File: src/rtl/assert_macros.svh
// Assertion macros shared by the transcoder RTL.
// Depends on nothing; the bodies compile away when SYNTH is defined.
`ifndef ASSERT_MACROS_SVH
`define ASSERT_MACROS_SVH

`ifndef SYNTH
// The property must hold at every clock edge outside reset.
`define ASSERT_HOLDS(lbl, clk, rst_n, prop) \
    lbl: assert property (@(posedge clk) disable iff (!rst_n) (prop)) \
        else $error("assertion failed: property does not hold");
// The condition must never be true at a clock edge outside reset.
`define ASSERT_NEVER(lbl, clk, rst_n, cond) \
    lbl: assert property (@(posedge clk) disable iff (!rst_n) !(cond)) \
        else $error("assertion failed: forbidden condition seen");
`else
`define ASSERT_HOLDS(lbl, clk, rst_n, prop)
`define ASSERT_NEVER(lbl, clk, rst_n, cond)
`endif

`endif

File: src/rtl/u8u16_pkg.sv
// Types and constants of the UTF-8 to UTF-16 transcoder.
// Depends on nothing; used by every module of the block.
package u8u16_pkg;

    localparam logic [15:0] REPLACEMENT   = 16'hFFFD;
    localparam logic [20:0] SUPP_BASE     = 21'h10000;
    localparam logic [15:0] SURR_HI_BASE  = 16'hD800;
    localparam logic [5:0]  SURR_LO_TOP   = 6'b110111;

    // Kind of a byte decoded as the start of a sequence.
    typedef enum logic [2:0] {
        LEAD_ASCII,
        LEAD_TWO,
        LEAD_THREE,
        LEAD_FOUR,
        LEAD_BAD
    } lead_kind_t;

    // One entry of the job queue: the code units caused by one byte.
    typedef struct packed {
        logic        two_units;
        logic [15:0] unit0;
        logic [15:0] unit1;
        logic        fin;
    } job_t;

endpackage

File: src/rtl/u8u16_byte_if.sv
// Byte channel into the transcoder: valid/ready handshake with the UTF-8 payload.
// Depends on nothing.
interface u8u16_byte_if;
    logic       valid;
    logic       ready;
    logic [7:0] in_byte;
    logic       final_byte;

    modport source (output valid, output in_byte, output final_byte, input ready);
    modport sink   (input valid, input in_byte, input final_byte, output ready);
endinterface

File: src/rtl/u8u16_unit_if.sv
// Code unit channel out of the transcoder: valid/ready handshake with UTF-16 payload.
// Depends on nothing.
interface u8u16_unit_if;
    logic        valid;
    logic        ready;
    logic [15:0] code_unit;
    logic        last_of_run;
    logic        stream_done;

    modport source (output valid, output code_unit, output last_of_run,
                    output stream_done, input ready);
    modport sink   (input valid, input code_unit, input last_of_run,
                    input stream_done, output ready);
endinterface

File: src/rtl/u8u16_front.sv
// Front end: accepts bytes, tracks the pending sequence and builds one job per byte that causes output.
// Depends on u8u16_pkg, u8u16_byte_if and assert_macros.svh.
`include "assert_macros.svh"

module u8u16_front
    import u8u16_pkg::*;
(
    input  logic          clk,
    input  logic          rst_n,
    u8u16_byte_if.sink    utf8,
    input  logic          queue_full,
    output logic          push,
    output job_t          job
);

    logic [20:0] partial_reg, partial_next;
    logic [1:0]  due_reg, due_next;

    logic        accept;
    logic [7:0]  b;
    logic        is_cont;
    lead_kind_t  kind;
    logic [1:0]  due_less;
    logic [20:0] point;
    logic [20:0] offset;
    logic        complete;
    logic        broken;
    logic        lead_unit_vld;
    logic [15:0] lead_unit;

    assign b           = utf8.in_byte;
    assign utf8.ready  = !queue_full;
    assign accept      = utf8.valid && !queue_full;
    assign is_cont     = (b[7:6] == 2'b10);
    assign due_less    = due_reg - 2'd1;
    assign point       = {partial_reg[14:0], b[5:0]};
    assign offset      = point - SUPP_BASE;

    always_comb
    begin
        unique case (b) inside
            8'b0???????: kind = LEAD_ASCII;
            8'b110?????: kind = LEAD_TWO;
            8'b1110????: kind = LEAD_THREE;
            8'b11110???: kind = LEAD_FOUR;
            default:     kind = LEAD_BAD;
        endcase
    end

    // Next state and the units this byte causes.
    always_comb
    begin
        partial_next  = partial_reg;
        due_next      = due_reg;
        complete      = 1'b0;
        broken        = 1'b0;
        lead_unit_vld = 1'b0;
        lead_unit     = REPLACEMENT;
        job           = '0;
        job.fin       = utf8.final_byte;

        if (due_reg != 2'd0 && is_cont)
        begin
            // A continuation extends the pending point by six bits.
            partial_next = point;
            due_next     = due_less;
            if (due_less == 2'd0)
            begin
                complete     = 1'b1;
                partial_next = '0;
            end
        end
        else
        begin
            // A non-continuation breaks any pending sequence, then acts as a lead.
            broken = (due_reg != 2'd0);
            unique case (kind)
                LEAD_ASCII:
                begin
                    partial_next  = '0;
                    due_next      = 2'd0;
                    lead_unit_vld = 1'b1;
                    lead_unit     = {8'h00, b};
                end
                LEAD_TWO:
                begin
                    partial_next = {16'h0000, b[4:0]};
                    due_next     = 2'd1;
                end
                LEAD_THREE:
                begin
                    partial_next = {17'd0, b[3:0]};
                    due_next     = 2'd2;
                end
                LEAD_FOUR:
                begin
                    partial_next = {18'd0, b[2:0]};
                    due_next     = 2'd3;
                end
                default:
                begin
                    partial_next  = '0;
                    due_next      = 2'd0;
                    lead_unit_vld = 1'b1;
                end
            endcase
        end

        // A sequence cut off by the end of the stream gives one replacement.
        if (utf8.final_byte && due_next != 2'd0 && !lead_unit_vld && !complete)
        begin
            lead_unit_vld = 1'b1;
            lead_unit     = REPLACEMENT;
        end

        if (complete)
        begin
            if (point[20:16] != 5'd0)
            begin
                job.two_units = 1'b1;
                job.unit0     = SURR_HI_BASE + {5'd0, offset[20:10]};
                job.unit1     = {SURR_LO_TOP, offset[9:0]};
            end
            else
            begin
                job.unit0 = point[15:0];
            end
        end
        else if (broken)
        begin
            job.unit0     = REPLACEMENT;
            job.unit1     = lead_unit;
            job.two_units = lead_unit_vld;
        end
        else
        begin
            job.unit0 = lead_unit;
        end

        if (utf8.final_byte)
        begin
            partial_next = '0;
            due_next     = 2'd0;
        end
    end

    assign push = accept && (complete || broken || lead_unit_vld);

    always_ff @(posedge clk or negedge rst_n)
    begin
        if (!rst_n)
        begin
            partial_reg <= '0;
            due_reg     <= 2'd0;
        end
        else if (accept)
        begin
            partial_reg <= partial_next;
            due_reg     <= due_next;
        end
    end

    `ASSERT_HOLDS(a_final_gives_job, clk, rst_n, (accept && utf8.final_byte) |-> push)
    `ASSERT_HOLDS(a_final_clears, clk, rst_n, (accept && utf8.final_byte) |=> (due_reg == 2'd0))

endmodule

File: src/rtl/u8u16_queue.sv
// Short job queue between the front end and the back end.
// Depends on u8u16_pkg and assert_macros.svh.
`include "assert_macros.svh"

module u8u16_queue
    import u8u16_pkg::*;
#(
    parameter int DEPTH = 2
)
(
    input  logic clk,
    input  logic rst_n,
    input  logic push,
    input  job_t push_job,
    input  logic pop,
    output job_t head,
    output logic full,
    output logic empty
);

    localparam int PW = (DEPTH > 1) ? $clog2(DEPTH) : 1;
    localparam int CW = $clog2(DEPTH + 1);

    job_t          mem [DEPTH];
    logic [PW-1:0] wr_ptr_reg, wr_ptr_next;
    logic [PW-1:0] rd_ptr_reg, rd_ptr_next;
    logic [CW-1:0] count_reg, count_next;

    assign full  = (count_reg == CW'(DEPTH));
    assign empty = (count_reg == '0);
    assign head  = mem[rd_ptr_reg];

    always_comb
    begin
        wr_ptr_next = wr_ptr_reg;
        rd_ptr_next = rd_ptr_reg;
        count_next  = count_reg;
        if (push)
        begin
            wr_ptr_next = (wr_ptr_reg == PW'(DEPTH - 1)) ? '0 : wr_ptr_reg + 1'b1;
        end
        if (pop)
        begin
            rd_ptr_next = (rd_ptr_reg == PW'(DEPTH - 1)) ? '0 : rd_ptr_reg + 1'b1;
        end
        if (push && !pop)
        begin
            count_next = count_reg + 1'b1;
        end
        else if (pop && !push)
        begin
            count_next = count_reg - 1'b1;
        end
    end

    always_ff @(posedge clk)
    begin
        if (push)
        begin
            mem[wr_ptr_reg] <= push_job;
        end
    end

    always_ff @(posedge clk or negedge rst_n)
    begin
        if (!rst_n)
        begin
            wr_ptr_reg <= '0;
            rd_ptr_reg <= '0;
            count_reg  <= '0;
        end
        else
        begin
            wr_ptr_reg <= wr_ptr_next;
            rd_ptr_reg <= rd_ptr_next;
            count_reg  <= count_next;
        end
    end

    `ASSERT_NEVER(a_no_overflow, clk, rst_n, push && full && !pop)
    `ASSERT_NEVER(a_no_underflow, clk, rst_n, pop && empty)

endmodule

File: src/rtl/u8u16_back.sv
// Back end: sends the units of each queued job, one per word, through an output register.
// Depends on u8u16_pkg, u8u16_unit_if and assert_macros.svh.
`include "assert_macros.svh"

module u8u16_back
    import u8u16_pkg::*;
(
    input  logic          clk,
    input  logic          rst_n,
    input  job_t          head,
    input  logic          empty,
    output logic          pop,
    u8u16_unit_if.source  utf16
);

    logic        out_valid_reg, out_valid_next;
    logic        phase_reg, phase_next;
    logic [15:0] unit_reg, unit_next;
    logic        last_reg, last_next;
    logic        done_reg, done_next;
    logic        load_en;

    assign load_en = !out_valid_reg || utf16.ready;

    always_comb
    begin
        out_valid_next = out_valid_reg;
        phase_next     = phase_reg;
        unit_next      = unit_reg;
        last_next      = last_reg;
        done_next      = done_reg;
        pop            = 1'b0;
        if (load_en)
        begin
            out_valid_next = !empty;
            if (!empty)
            begin
                if (phase_reg)
                begin
                    // Second unit of the head job.
                    unit_next  = head.unit1;
                    last_next  = 1'b1;
                    done_next  = head.fin;
                    phase_next = 1'b0;
                    pop        = 1'b1;
                end
                else
                begin
                    unit_next  = head.unit0;
                    last_next  = !head.two_units;
                    done_next  = !head.two_units && head.fin;
                    phase_next = head.two_units;
                    pop        = !head.two_units;
                end
            end
        end
    end

    always_ff @(posedge clk or negedge rst_n)
    begin
        if (!rst_n)
        begin
            out_valid_reg <= 1'b0;
            phase_reg     <= 1'b0;
        end
        else
        begin
            out_valid_reg <= out_valid_next;
            phase_reg     <= phase_next;
        end
    end

    always_ff @(posedge clk)
    begin
        unit_reg <= unit_next;
        last_reg <= last_next;
        done_reg <= done_next;
    end

    assign utf16.valid       = out_valid_reg;
    assign utf16.code_unit   = unit_reg;
    assign utf16.last_of_run = last_reg;
    assign utf16.stream_done = done_reg;

    `ASSERT_HOLDS(a_phase_has_job, clk, rst_n, phase_reg |-> !empty)

endmodule

File: src/rtl/utf8_to_utf16_transcoder.sv
// Top level of the UTF-8 to UTF-16 transcoder: front end, job queue and back end.
// Depends on u8u16_pkg, u8u16_byte_if, u8u16_unit_if and the three submodules.

// The transcoder takes one UTF-8 byte per word on the utf8 channel and sends
// UTF-16 code units, one per word, on the utf16 channel. The front end accepts
// a byte in every cycle in which the job queue has room, so it takes one byte
// per clock while the queue is not full. Each byte that causes output becomes
// one job in the queue; bytes that only extend a pending sequence cause
// nothing. The back end sends one code unit per clock from its output register
// while the receiver is ready, so a byte that gives a surrogate pair, or a
// replacement followed by a second unit, stays at the head of the queue until
// both units are sent; the queue of QUEUE_DEPTH jobs absorbs such bursts, and
// the front end stalls only when it is full. A code unit passes through the job
// queue and then the output register before it is valid on the output.
// The unit 0xFFFD replaces an invalid lead byte, a stray continuation
// byte, a sequence broken by a non-continuation byte (which is then decoded
// again as a new lead) and a sequence cut off by the end of the stream.
// last_of_run marks the last unit caused by a byte, and stream_done the last
// unit of a byte flagged with final_byte, after which decoding starts afresh.
// No overlong, surrogate or range checks are made.
module utf8_to_utf16_transcoder
    import u8u16_pkg::*;
#(
    parameter int QUEUE_DEPTH = 2
)
(
    input  logic          clk,
    input  logic          rst_n,
    u8u16_byte_if.sink    utf8,
    u8u16_unit_if.source  utf16
);

    logic push;
    logic pop;
    logic full;
    logic empty;
    job_t push_job;
    job_t head;

    // Decodes bytes and keeps the partial code point.
    u8u16_front u_front
    (
        .clk        (clk),
        .rst_n      (rst_n),
        .utf8       (utf8),
        .queue_full (full),
        .push       (push),
        .job        (push_job)
    );

    // Decouples decoding from delivery of the code units.
    u8u16_queue #(
        .DEPTH (QUEUE_DEPTH)
    ) u_queue
    (
        .clk      (clk),
        .rst_n    (rst_n),
        .push     (push),
        .push_job (push_job),
        .pop      (pop),
        .head     (head),
        .full     (full),
        .empty    (empty)
    );

    // Sends the units of each job in order.
    u8u16_back u_back
    (
        .clk   (clk),
        .rst_n (rst_n),
        .head  (head),
        .empty (empty),
        .pop   (pop),
        .utf16 (utf16)
    );

endmodule

File: src/flat_wrapper.sv
// flat-port wrapper written by rule: the top's interface ports become plain ports
module utf8_to_utf16_transcoder_flat import u8u16_pkg::*;
#(
    parameter int QUEUE_DEPTH = 2
)
  (clk, rst_n, utf8_valid, utf8_in_byte, utf8_final_byte, utf8_ready, utf16_valid, utf16_code_unit, utf16_last_of_run, utf16_stream_done, utf16_ready);
  u8u16_byte_if utf8_i ();
  u8u16_unit_if utf16_i ();
  input  logic clk;
  input  logic rst_n;
  input wire logic [$bits(utf8_i.valid)-1:0] utf8_valid;
  input wire logic [$bits(utf8_i.in_byte)-1:0] utf8_in_byte;
  input wire logic [$bits(utf8_i.final_byte)-1:0] utf8_final_byte;
  output wire logic [$bits(utf8_i.ready)-1:0] utf8_ready;
  output wire logic [$bits(utf16_i.valid)-1:0] utf16_valid;
  output wire logic [$bits(utf16_i.code_unit)-1:0] utf16_code_unit;
  output wire logic [$bits(utf16_i.last_of_run)-1:0] utf16_last_of_run;
  output wire logic [$bits(utf16_i.stream_done)-1:0] utf16_stream_done;
  input wire logic [$bits(utf16_i.ready)-1:0] utf16_ready;
  assign utf8_i.valid = utf8_valid;
  assign utf8_i.in_byte = utf8_in_byte;
  assign utf8_i.final_byte = utf8_final_byte;
  assign utf8_ready = utf8_i.ready;
  assign utf16_valid = utf16_i.valid;
  assign utf16_code_unit = utf16_i.code_unit;
  assign utf16_last_of_run = utf16_i.last_of_run;
  assign utf16_stream_done = utf16_i.stream_done;
  assign utf16_i.ready = utf16_ready;
  utf8_to_utf16_transcoder #(.QUEUE_DEPTH(QUEUE_DEPTH)) u_core (.clk(clk), .rst_n(rst_n), .utf8(utf8_i), .utf16(utf16_i));
endmodule
File: config.mk
export PLATFORM = sky130hd
export DESIGN_NAME = utf8_to_utf16_transcoder_flat
export DESIGN_NICKNAME = d
export VERILOG_FILES = /design/src/rtl/u8u16_pkg.sv /design/src/rtl/u8u16_byte_if.sv /design/src/rtl/u8u16_unit_if.sv /design/src/rtl/u8u16_front.sv /design/src/rtl/u8u16_queue.sv /design/src/rtl/u8u16_back.sv /design/src/rtl/utf8_to_utf16_transcoder.sv /design/src/flat_wrapper.sv
export VERILOG_INCLUDE_DIRS = /design/src /design/src/rtl
export SDC_FILE = /design/constraint.sdc
export NUM_CORES = 1
export LEC_CHECK = 0
export BUFFER_PORTS_ARGS = -buffer_cell sky130_fd_sc_hd__buf_2
export CAP_MARGIN = 10
export CORE_MARGIN = 10
export CORE_UTILIZATION = 60
export CTS_BUF_LIST = sky130_fd_sc_hd__clkbuf_2 sky130_fd_sc_hd__clkbuf_4 sky130_fd_sc_hd__clkbuf_8
export CTS_CLUSTER_DIAMETER = 80
export DETAILED_ROUTE_END_ITERATION = 16
export PLACE_DENSITY = 0.85
export RECOVER_POWER = 50
export SLEW_MARGIN = 40
export SYNTH_ARGS = -nofsm -noshare
export SYNTH_HDL_FRONTEND = slang
export SYNTH_SLANG_ARGS = --single-unit
File: constraint.sdc
create_clock -name clk -period 4.96 [get_ports clk]
set_input_delay 0.248 -clock clk [delete_from_list [all_inputs] [get_ports clk]]
set_output_delay 0.248 -clock clk [all_outputs]
set_load 0.01 [all_outputs]
==> flow_metrics.py, run 1 <==
metrics = {
    "layout": {
        "drive_gt1_share_pct": 12.8,
        "nFillCells": 502,
        "finalNonFillerCells": 441,
        "diodes": 0,
        "largest_register_ffs": 60,
        "layout.nets": 357,
        "syn2layout_area_growth_pct": 9.63,
    },
    "place": {
        "hpwl_microns": 5850,
        "numPortBuffers": 32,
        "gp_routability_congestion": 0.862,
        "dp.cells": 424,
    },
    "timing": {
        "final-hold-violation-count": 0,
        "worstMarginPinSlew_ns": 1.85,
        "setup_viol": 0,
        "period_share_pct": 59.3,
        "fmax_mhz": 340,
        "rsz0062_at_grt": "no",
        "slew_headroom_pct": -23.5,
        "clock_skew_ns": 0.0101,
        "fin_tns_setup_ns": 0,
        "finalCriticalPeriod_ns": 2.94,
        "slew_viol_final": 46,
    },
    "critical_path": {
        "crit_required_ns": 5.25,
        "start_kind": "flip-flop",
        "path_max_fanout": 20,
        "critPathLaunch": "u_core.u_queue.count_reg[0]",
        "cp_data_arrival_time_ns": 3.23,
        "timing.rr.end": "u_core.u_queue.count_reg[1]",
        "reg2reg_from": "u_core.u_queue.count_reg[0]",
        "crit_end": "u_core.u_queue.count_reg[1]",
        "cp-end-kind": "flip-flop",
        "r2r_cells": 7,
        "criticalPathCategory": "flip-flop to flip-flop",
        "ff2ff_setup_slack_ns": 2.02,
    },
    "grt": {
        "grt_pass1_wl_microns": 13400,
        "grt_max_degree": 31,
        "grt_pass1_vias": 2571,
        "grtUsageTotal_pct": 15.3,
        "overflow": 0,
        "grt_antenna_before_repair": 0,
    },
    "clocking": {
        "clk-insertion-delay-late_ns": 0.36,
        "clk_pin_slew_worst_paths_ns": 0.09,
        "clk_path_buf_depth": 2,
        "ctsResizeCount": 0,
        "tritoncts": "done",
        "numCtsBuffers": 9,
        "cts.root.buffer_cell": "clkbuf_8",
        "cts_num_sinks": 101,
        "cts-htree-levels": 3,
    },
    "routing": {
        "wl_met3_microns": 481,
        "wl_met1_microns": 3800,
        "met2_length_microns": 3950,
        "vias": 2586,
        "post-route-drc-count": 0,
        "wl_microns": 8360,
        "initialDrtViolationCount": 147,
        "via_per_inst": 5.86,
        "drt.antenna.violating_nets": 0,
        "top_layer": "met4",
        "wl_per_cell_microns": 19.0,
        "first_pass_iters": 4,
    },
    "logic_synthesis": {
        "yosys_most_used_dff": "edfxtp_1",
        "synthMuxAreaShare_pct": 7.12,
        "synth_xor_area_share_pct": 1.41,
        "synth_compound_area_share_pct": 11.0,
        "synth_fa_ha_area_share_pct": 1.15,
        "synthesis.area_sq_mm": 0.00434,
        "synth_top_family_by_area": "compound AO/OA/AOI/OAI gates",
        "synthCells": 308,
        "yosys_warnings": 0,
        "synth-seq-cells": 101,
        "syn_avg_cell_area_sq_um": 14.1,
        "synthArstFlopShare_pct": 22.8,
        "yosys.area_share.simple_pct": 9.52,
        "synth_cell_types": 44,
        "synth_nets": 325,
        "yosysSeqAreaShare_pct": 67.2,
        "synth-edff-count": 78,
    },
    "power_and_ir_drop": {
        "pwr-share-clk_pct": 22.2,
        "pwr-share-comb_pct": 25.8,
        "ir_drop_mv": 0.266,
        "pwr-share-seq_pct": 52.1,
        "switching_power_mw": 0.778,
        "p_int_mw": 1.77,
        "p_leak_nw": 1.72,
        "power.density_mw_per_mm2": 535,
        "switching_share_pct": 30.6,
    },
    "job": {
        "cap_violations": 2,
    },
    "die": {
        "core_region_area_sq_mm": 0.00691,
        "start_util_pct": 62.8,
        "die_width_microns": 105,
        "core.rowCount": 30,
        "io-pin-count": 33,
        "die_height_microns": 105,
        "dieArea_sq_mm": 0.0110,
    },
    "outcome": {
        "violations": "max-capacitance violations, max-slew violations",
        "status": "finished with violations",
    },
    "min_path": {
        "hold_path.class": "input pin to flip-flop",
    },
}
-- per-stage QoR --
step / total power, mW / hold WS (ns) / instance area, sq um / util [%] / setup slack (ns)
after detailed placement: 2.04 / 0.252 / 4580 / 66.4 / 2.48
after global routing: 2.68 / 0.0782 / 4760 / 68.9 / 1.68
after CTS: 2.60 / 0.0697 / 4810 / 69.7 / 2.48
final: 2.55 / 0.0751 / 4760 / 68.9 / 2.02
after floorplan: 1.80 / -0.0476 / 4340 / - / 1.95
after global placement: 1.99 / 0.246 / 4580 / 66.3 / 2.60
-- worst min-delay path by stage --
stage                           start                     endpoint  slack [ns]  cells past startpoint
final                     utf16_ready    u_core.u_back.utf16.valid        0.08                      2
after global routing      utf16_ready    u_core.u_back.utf16.valid        0.08                      2
after CTS                 utf16_ready    u_core.u_back.utf16.valid        0.07                      2
after detailed placement        rst_n  u_core.u_queue.count_reg[1]        0.25                      1
after global placement          rst_n    u_core.u_queue.wr_ptr_reg        0.25                      1
after floorplan                 rst_n      u_core.u_back.phase_reg       -0.05                      0
-- cell usage in the layout (no fill, tap or decap), drive strengths merged, types with 4 or more instances in the layout --
cell / Yosys / routed
o21ai: 33 / 33
nor2: 11 / 11
inv: 10 / 11
a21oi: 6 / 6
mux2i: 5 / 5
mux4: 11 / 11
ha: 4 / 4
a21o: 9 / 9
buf: 10 / 12
xor2: 5 / 5
dfrtp: 23 / 23
o211ai: 6 / 6
clkbuf: 5 / 33
nor2b: 5 / 5
nand2b: 6 / 6
o22a: 5 / 5
nand2: 44 / 44
edfxtp: 78 / 78
o22ai: 4 / 4
-- layer usage --
metal,up-vias,track usage (%)
met5,-,0
met4,0,6.57
met3,11,3.87
met2,83,23.5
met1,1280,20.3
li1,1212,-
-- cells in the mapped netlist, types with 2 or more instances --
| cell type | count | area (sq um) |
|---|---|---|
| mux2i_1 | 5 | 50.1 |
| edfxtp_1 | 78 | 2340 |
| o21ai_0 | 32 | 160 |
| inv_1 | 10 | 37.5 |
| xor2_1 | 5 | 43.8 |
| dfrtp_1 | 23 | 576 |
| a21oi_1 | 5 | 25.0 |
| o2111ai_1 | 2 | 17.5 |
| ha_1 | 4 | 50.1 |
| o211ai_1 | 6 | 45.0 |
| nor2b_1 | 5 | 31.3 |
| o22a_1 | 5 | 43.8 |
| nand2b_1 | 6 | 37.5 |
| nand2_1 | 43 | 161 |
| nor4b_2 | 2 | 30.0 |
| buf_2 | 9 | 45.0 |
| nor3b_1 | 2 | 15.0 |
| nor2_1 | 11 | 41.3 |
| xnor2_1 | 2 | 17.5 |
| and2_1 | 3 | 18.8 |
| clkbuf_1 | 5 | 18.8 |
| o22ai_1 | 4 | 25.0 |
| a21o_1 | 9 | 67.6 |
| nand3_1 | 2 | 10.0 |
| mux4_2 | 11 | 248 |
-- cells by family after synthesis --
| logic type | after synthesis |
|---|---|
| compound gates | 74 |
| xor+xnor | 7 |
| mux | 17 |
| buf+inv | 25 |
| fa+ha+maj | 4 |
| simple gates | 80 |
| flops | 101 |
-- layout make-up --
class / count / area (sq um) / share of cell area (%)
multi-input cells: 182 / 1300 / 27.4
flip-flops and latches: 101 / 2920 / 61.4
well taps: 96 / 120 / 2.52
clock buffers: 10 / 131 / 2.76
repair buffers: 36 / 161 / 3.39
inverters: 10 / 37.5 / 0.789
clock inverters: 6 / 85.1 / 1.79
-- timing repair --
action                    4_1_cts  5_1_grt
buffers inserted                0        0
hold endpoints to repair       23        0
hold buffers                    1        0
-- power by group through the flow --
stage / combinational [mW] / clock, mW / sequential (mW)
6_report: 0.656 / 0.564 / 1.32
5_1_grt: 0.732 / 0.603 / 1.35
4_1_cts: 0.706 / 0.570 / 1.32
3_5_place_dp: 0.699 / 0 / 1.34
3_3_place_gp: 0.667 / 0 / 1.32
2_1_floorplan: 0.462 / 0 / 1.34
-- critical path, cell delays in order, from the launching register on --
cell and delay [ns]:
dfrtp_1 0.42, nor2_1 0.08, a21oi_1 1.38, nand2_1 0.29
ha_1 0.31, xor2_1 0.14, nor2_1 0.11, xor2_1 0.15
No activity file was read; power rests on OpenSTA's default activity.
==> inputs of run 2 (changes only) <==
Settings changed: ABC_AREA from default to 1, CORE_UTILIZATION 60 to 56, PLACE_DENSITY 0.85 to 0.83.
Clock period 4.96 ns to 2.4 ns, I/O delays scaled along.
==> run 2 against run 1 <==
Flip-flop and latch count stayed put. The flow now finishes without violations. Sequential power increased by 100%. Utilization decreased by 3.3 points. Clock skew rose by 0.0016 ns. Highest routed layer unchanged.
==> flow_metrics.py, run 2 <==
metrics = {
    "outcome": {
        "status": "finished, final reports clean",
    },
    "logic_synthesis": {
        "netlist_top_cells_area": "edfxtp_1 55%, dfrtp_1 13%, o21ai_0 6.3%",
        "synthTopCellsByCount": "78 x edfxtp_1, 54 x nor2_1, 54 x o21ai_0",
        "syn_avg_cell_area_sq_um": 11.7,
        "synth_largest_area_cell": "edfxtp_1",
        "yosys.area_share.simple_pct": 11.0,
        "synthMuxAreaShare_pct": 0,
        "synth_top_family_by_area": "compound AO/OA/AOI/OAI gates",
        "synth_fa_ha_area_share_pct": 1.17,
        "yosysSeqAreaShare_pct": 68.3,
        "synthArstFlopShare_pct": 22.8,
        "synth_compound_area_share_pct": 13.2,
        "synth-seq-cells": 101,
        "synthCells": 366,
        "synth-edff-count": 78,
        "yosys_warnings": 0,
        "synthesis.area_sq_mm": 0.00427,
        "synth_top_area_share_pct": 54.9,
        "synth_xor_area_share_pct": 1.03,
        "synth_nets": 383,
        "synth_cell_types": 32,
        "synth.most_common_cell": "edfxtp_1",
        "yosys_most_used_dff": "edfxtp_1",
    },
    "layout": {
        "final_cell_mix": "78 x edfxtp_1, 57 x o21ai_0, 52 x nor2_1",
        "largest_register_ffs": 60,
        "final_common_cell": "edfxtp_1",
        "final_util_pct": 65.6,
        "layout.nets": 427,
        "finalNonFillerCells": 514,
        "drive_gt1_share_pct": 13.0,
        "diodes": 0,
        "syn2layout_area_growth_pct": 12.6,
    },
    "die": {
        "io-pin-count": 33,
        "core_region_area_sq_mm": 0.00733,
        "die_height_microns": 107,
        "start_util_pct": 58.2,
        "dieArea_sq_mm": 0.0115,
        "core.rowCount": 31,
        "die_width_microns": 107,
    },
    "routing": {
        "wl_per_cell_microns": 16.8,
        "first_pass_iters": 5,
        "via_per_inst": 5.70,
        "vias": 2929,
        "top_layer": "met4",
        "wl_microns": 8650,
        "initialDrtViolationCount": 247,
        "wl_met3_microns": 695,
        "wl_met1_microns": 3520,
        "post-route-drc-count": 0,
        "drt.antenna.violating_nets": 0,
        "met2_length_microns": 4280,
    },
    "critical_path": {
        "path_max_fanout": 6,
        "cp_slowest_cell": "dfrtp_1",
        "criticalPathCategory": "flip-flop to flip-flop",
        "max_stage_delay_ns": 0.37,
        "cp_data_arrival_time_ns": 2.51,
        "reg2reg_from": "u_core.u_front.due_reg[1]",
        "cp-end-kind": "flip-flop",
        "ff2ff_setup_slack_ns": 0.16,
        "crit_buf_inv": 5,
        "r2r_cells": 15,
        "start_kind": "flip-flop",
        "worstSetupPathDepth": 15,
        "cp_common_cell": "inv_1",
        "critPathTopFamily": "adder cells",
        "crit_path_cell_trace": "inv_1 -> ha_2 -> inv_2 -> nand3_4 -> clkinv_2 -> nand2_4 -> inv_1 -> nor2_2 -> nand3_2 -> nand2_2 -> inv_1 -> ha_1 -> a21oi_1 -> o21ai_0 -> xnor2_1",
        "crit_required_ns": 2.67,
        "timing.rr.end": "u_core.u_queue.count_reg[1]",
    },
    "timing": {
        "setup_viol": 0,
        "finalCriticalPeriod_ns": 2.24,
        "final-hold-violation-count": 0,
        "worstMarginPinSlew_ns": 1.30,
        "rsz0062_at_grt": "no",
        "slew_viol_final": 0,
        "clock_skew_ns": 0.0118,
        "period_share_pct": 93.5,
        "fmax_mhz": 446,
        "whs_ns": 0.0250,
        "fin_tns_setup_ns": 0,
        "slew_headroom_pct": 13.2,
    },
    "grt": {
        "grtUsageTotal_pct": 15.4,
        "grt_pass1_wl_microns": 14000,
        "grt_pass1_vias": 2790,
        "grt_antenna_before_repair": 0,
        "overflow": 0,
        "grt_max_degree": 31,
    },
    "clocking": {
        "clk-insertion-delay-late_ns": 0.38,
        "cts.root.buffer_cell": "clkbuf_8",
        "clk_path_buf_depth": 2,
        "cts-htree-levels": 3,
        "clk_pin_slew_worst_paths_ns": 0.10,
        "numCtsBuffers": 9,
        "tritoncts": "done",
        "cts_num_sinks": 101,
    },
    "min_path": {
        "hold_depth": 3,
        "min-delay-start": "utf8_in_byte[5]",
        "hold_path.class": "input pin to flip-flop",
        "hold_end": "u_core.u_front.partial_reg[5]",
    },
    "power_and_ir_drop": {
        "ir_drop_mv": 0.540,
        "p_leak_nw": 1.87,
        "pwr-share-comb_pct": 29.3,
        "switching_power_mw": 1.88,
        "power.density_mw_per_mm2": 1130,
        "switching_share_pct": 34.8,
        "pwr-share-clk_pct": 21.0,
        "p_int_mw": 3.53,
        "total_power_mw": 5.42,
        "pwr-share-seq_pct": 49.7,
    },
    "place": {
        "dp.cells": 492,
        "hpwl_microns": 5880,
        "numPortBuffers": 32,
        "gp_routability_congestion": 0.966,
    },
    "job": {
        "cap_violations": 0,
    },
}
## run 2: changes by cell type in the layout (fill, tap and decap cells not counted), moves of 4 or more
cell      before  now
o22a_1         5    0
inv_1         10   37
mux2i_1        5    0
a21o_1         9    0
o211ai_1       6    1
o21ai_0       32   57
mux4_2        11    0
nor2b_1        4    0
nand2_1       43   35
nand2b_1       6    0
nor2_1        11   52
nand3_1        2   13
o22ai_1        4   19
buf_4          2    6
## run 2: tightest hold or removal path: stages
cell and delay, ns:
buf_2 0.10, nand3_1 0.07, o21ai_0 0.07
## run 2: power by group through the flow
stage / clock (mW) / combinational, mW / sequential, mW
floorplan: 0 / 0.982 / 2.78
global placement: 0 / 1.58 / 2.70
detailed placement: 0 / 1.65 / 2.72
CTS: 1.15 / 1.66 / 2.68
global route: 1.22 / 1.79 / 2.73
finish: 1.14 / 1.58 / 2.69
## run 2: cell type report
type,instances,area [sq um]
tap,99,124
fill,546,2520
sequential,101,2920
inverter,42,161
clock buffer,9,124
clock inverter,7,92.6
multi-input combinational,211,1130
timing repair buffer,45,255
## run 2: routing by layer
metal / track usage, % / vias to the layer above
met5: 0 / -
met4: 5.80 / 0
met3: 4.37 / 20
met2: 24.6 / 122
met1: 19.5 / 1418
li1: - / 1369
## run 2: how the worst max path moves through the flow
stage	startpoint	end	slack (ns)
after CTS	u_core.u_front.due_reg[0]	u_core.u_queue.count_reg[1]	0.05
final	u_core.u_front.due_reg[1]	u_core.u_queue.count_reg[1]	0.16
after floorplan	u_core.u_front.due_reg[0]	u_core.u_queue.mem[0][0]	0.1
after global placement	u_core.u_front.due_reg[0]	u_core.u_queue.count_reg[1]	0.21
after global routing	u_core.u_front.due_reg[1]	u_core.u_queue.count_reg[1]	0.006
after detailed placement	u_core.u_front.due_reg[0]	u_core.u_queue.count_reg[1]	0.06
## run 2: cells by family (layout without fill, tap and decap cells)
family	after synthesis	count (layout)
xor gates and xnor gates	5	5
buffers and inverters	54	103
and+or+nand+nor	108	108
DFF	101	101
AOI/OAI and AO/OA	94	94
adders and majority gates	4	4
## run 2: metrics by stage
stage	cell area, sq um	setup slack [ns]
floorplan	4280	0.0969
global placement	4580	0.213
detailed placement	4580	0.0600
CTS	4820	0.0546
global route	4810	0.00585
finish	4810	0.156
## run 2: repair_timing
item / 4_1_cts / 5_1_grt
resized for setup: 0 / 2
hold buffers: 3 / 0
hold endpoints to repair: 26 / 0
setup endpoints to repair: 0 / 1
buffers inserted: 0 / 3
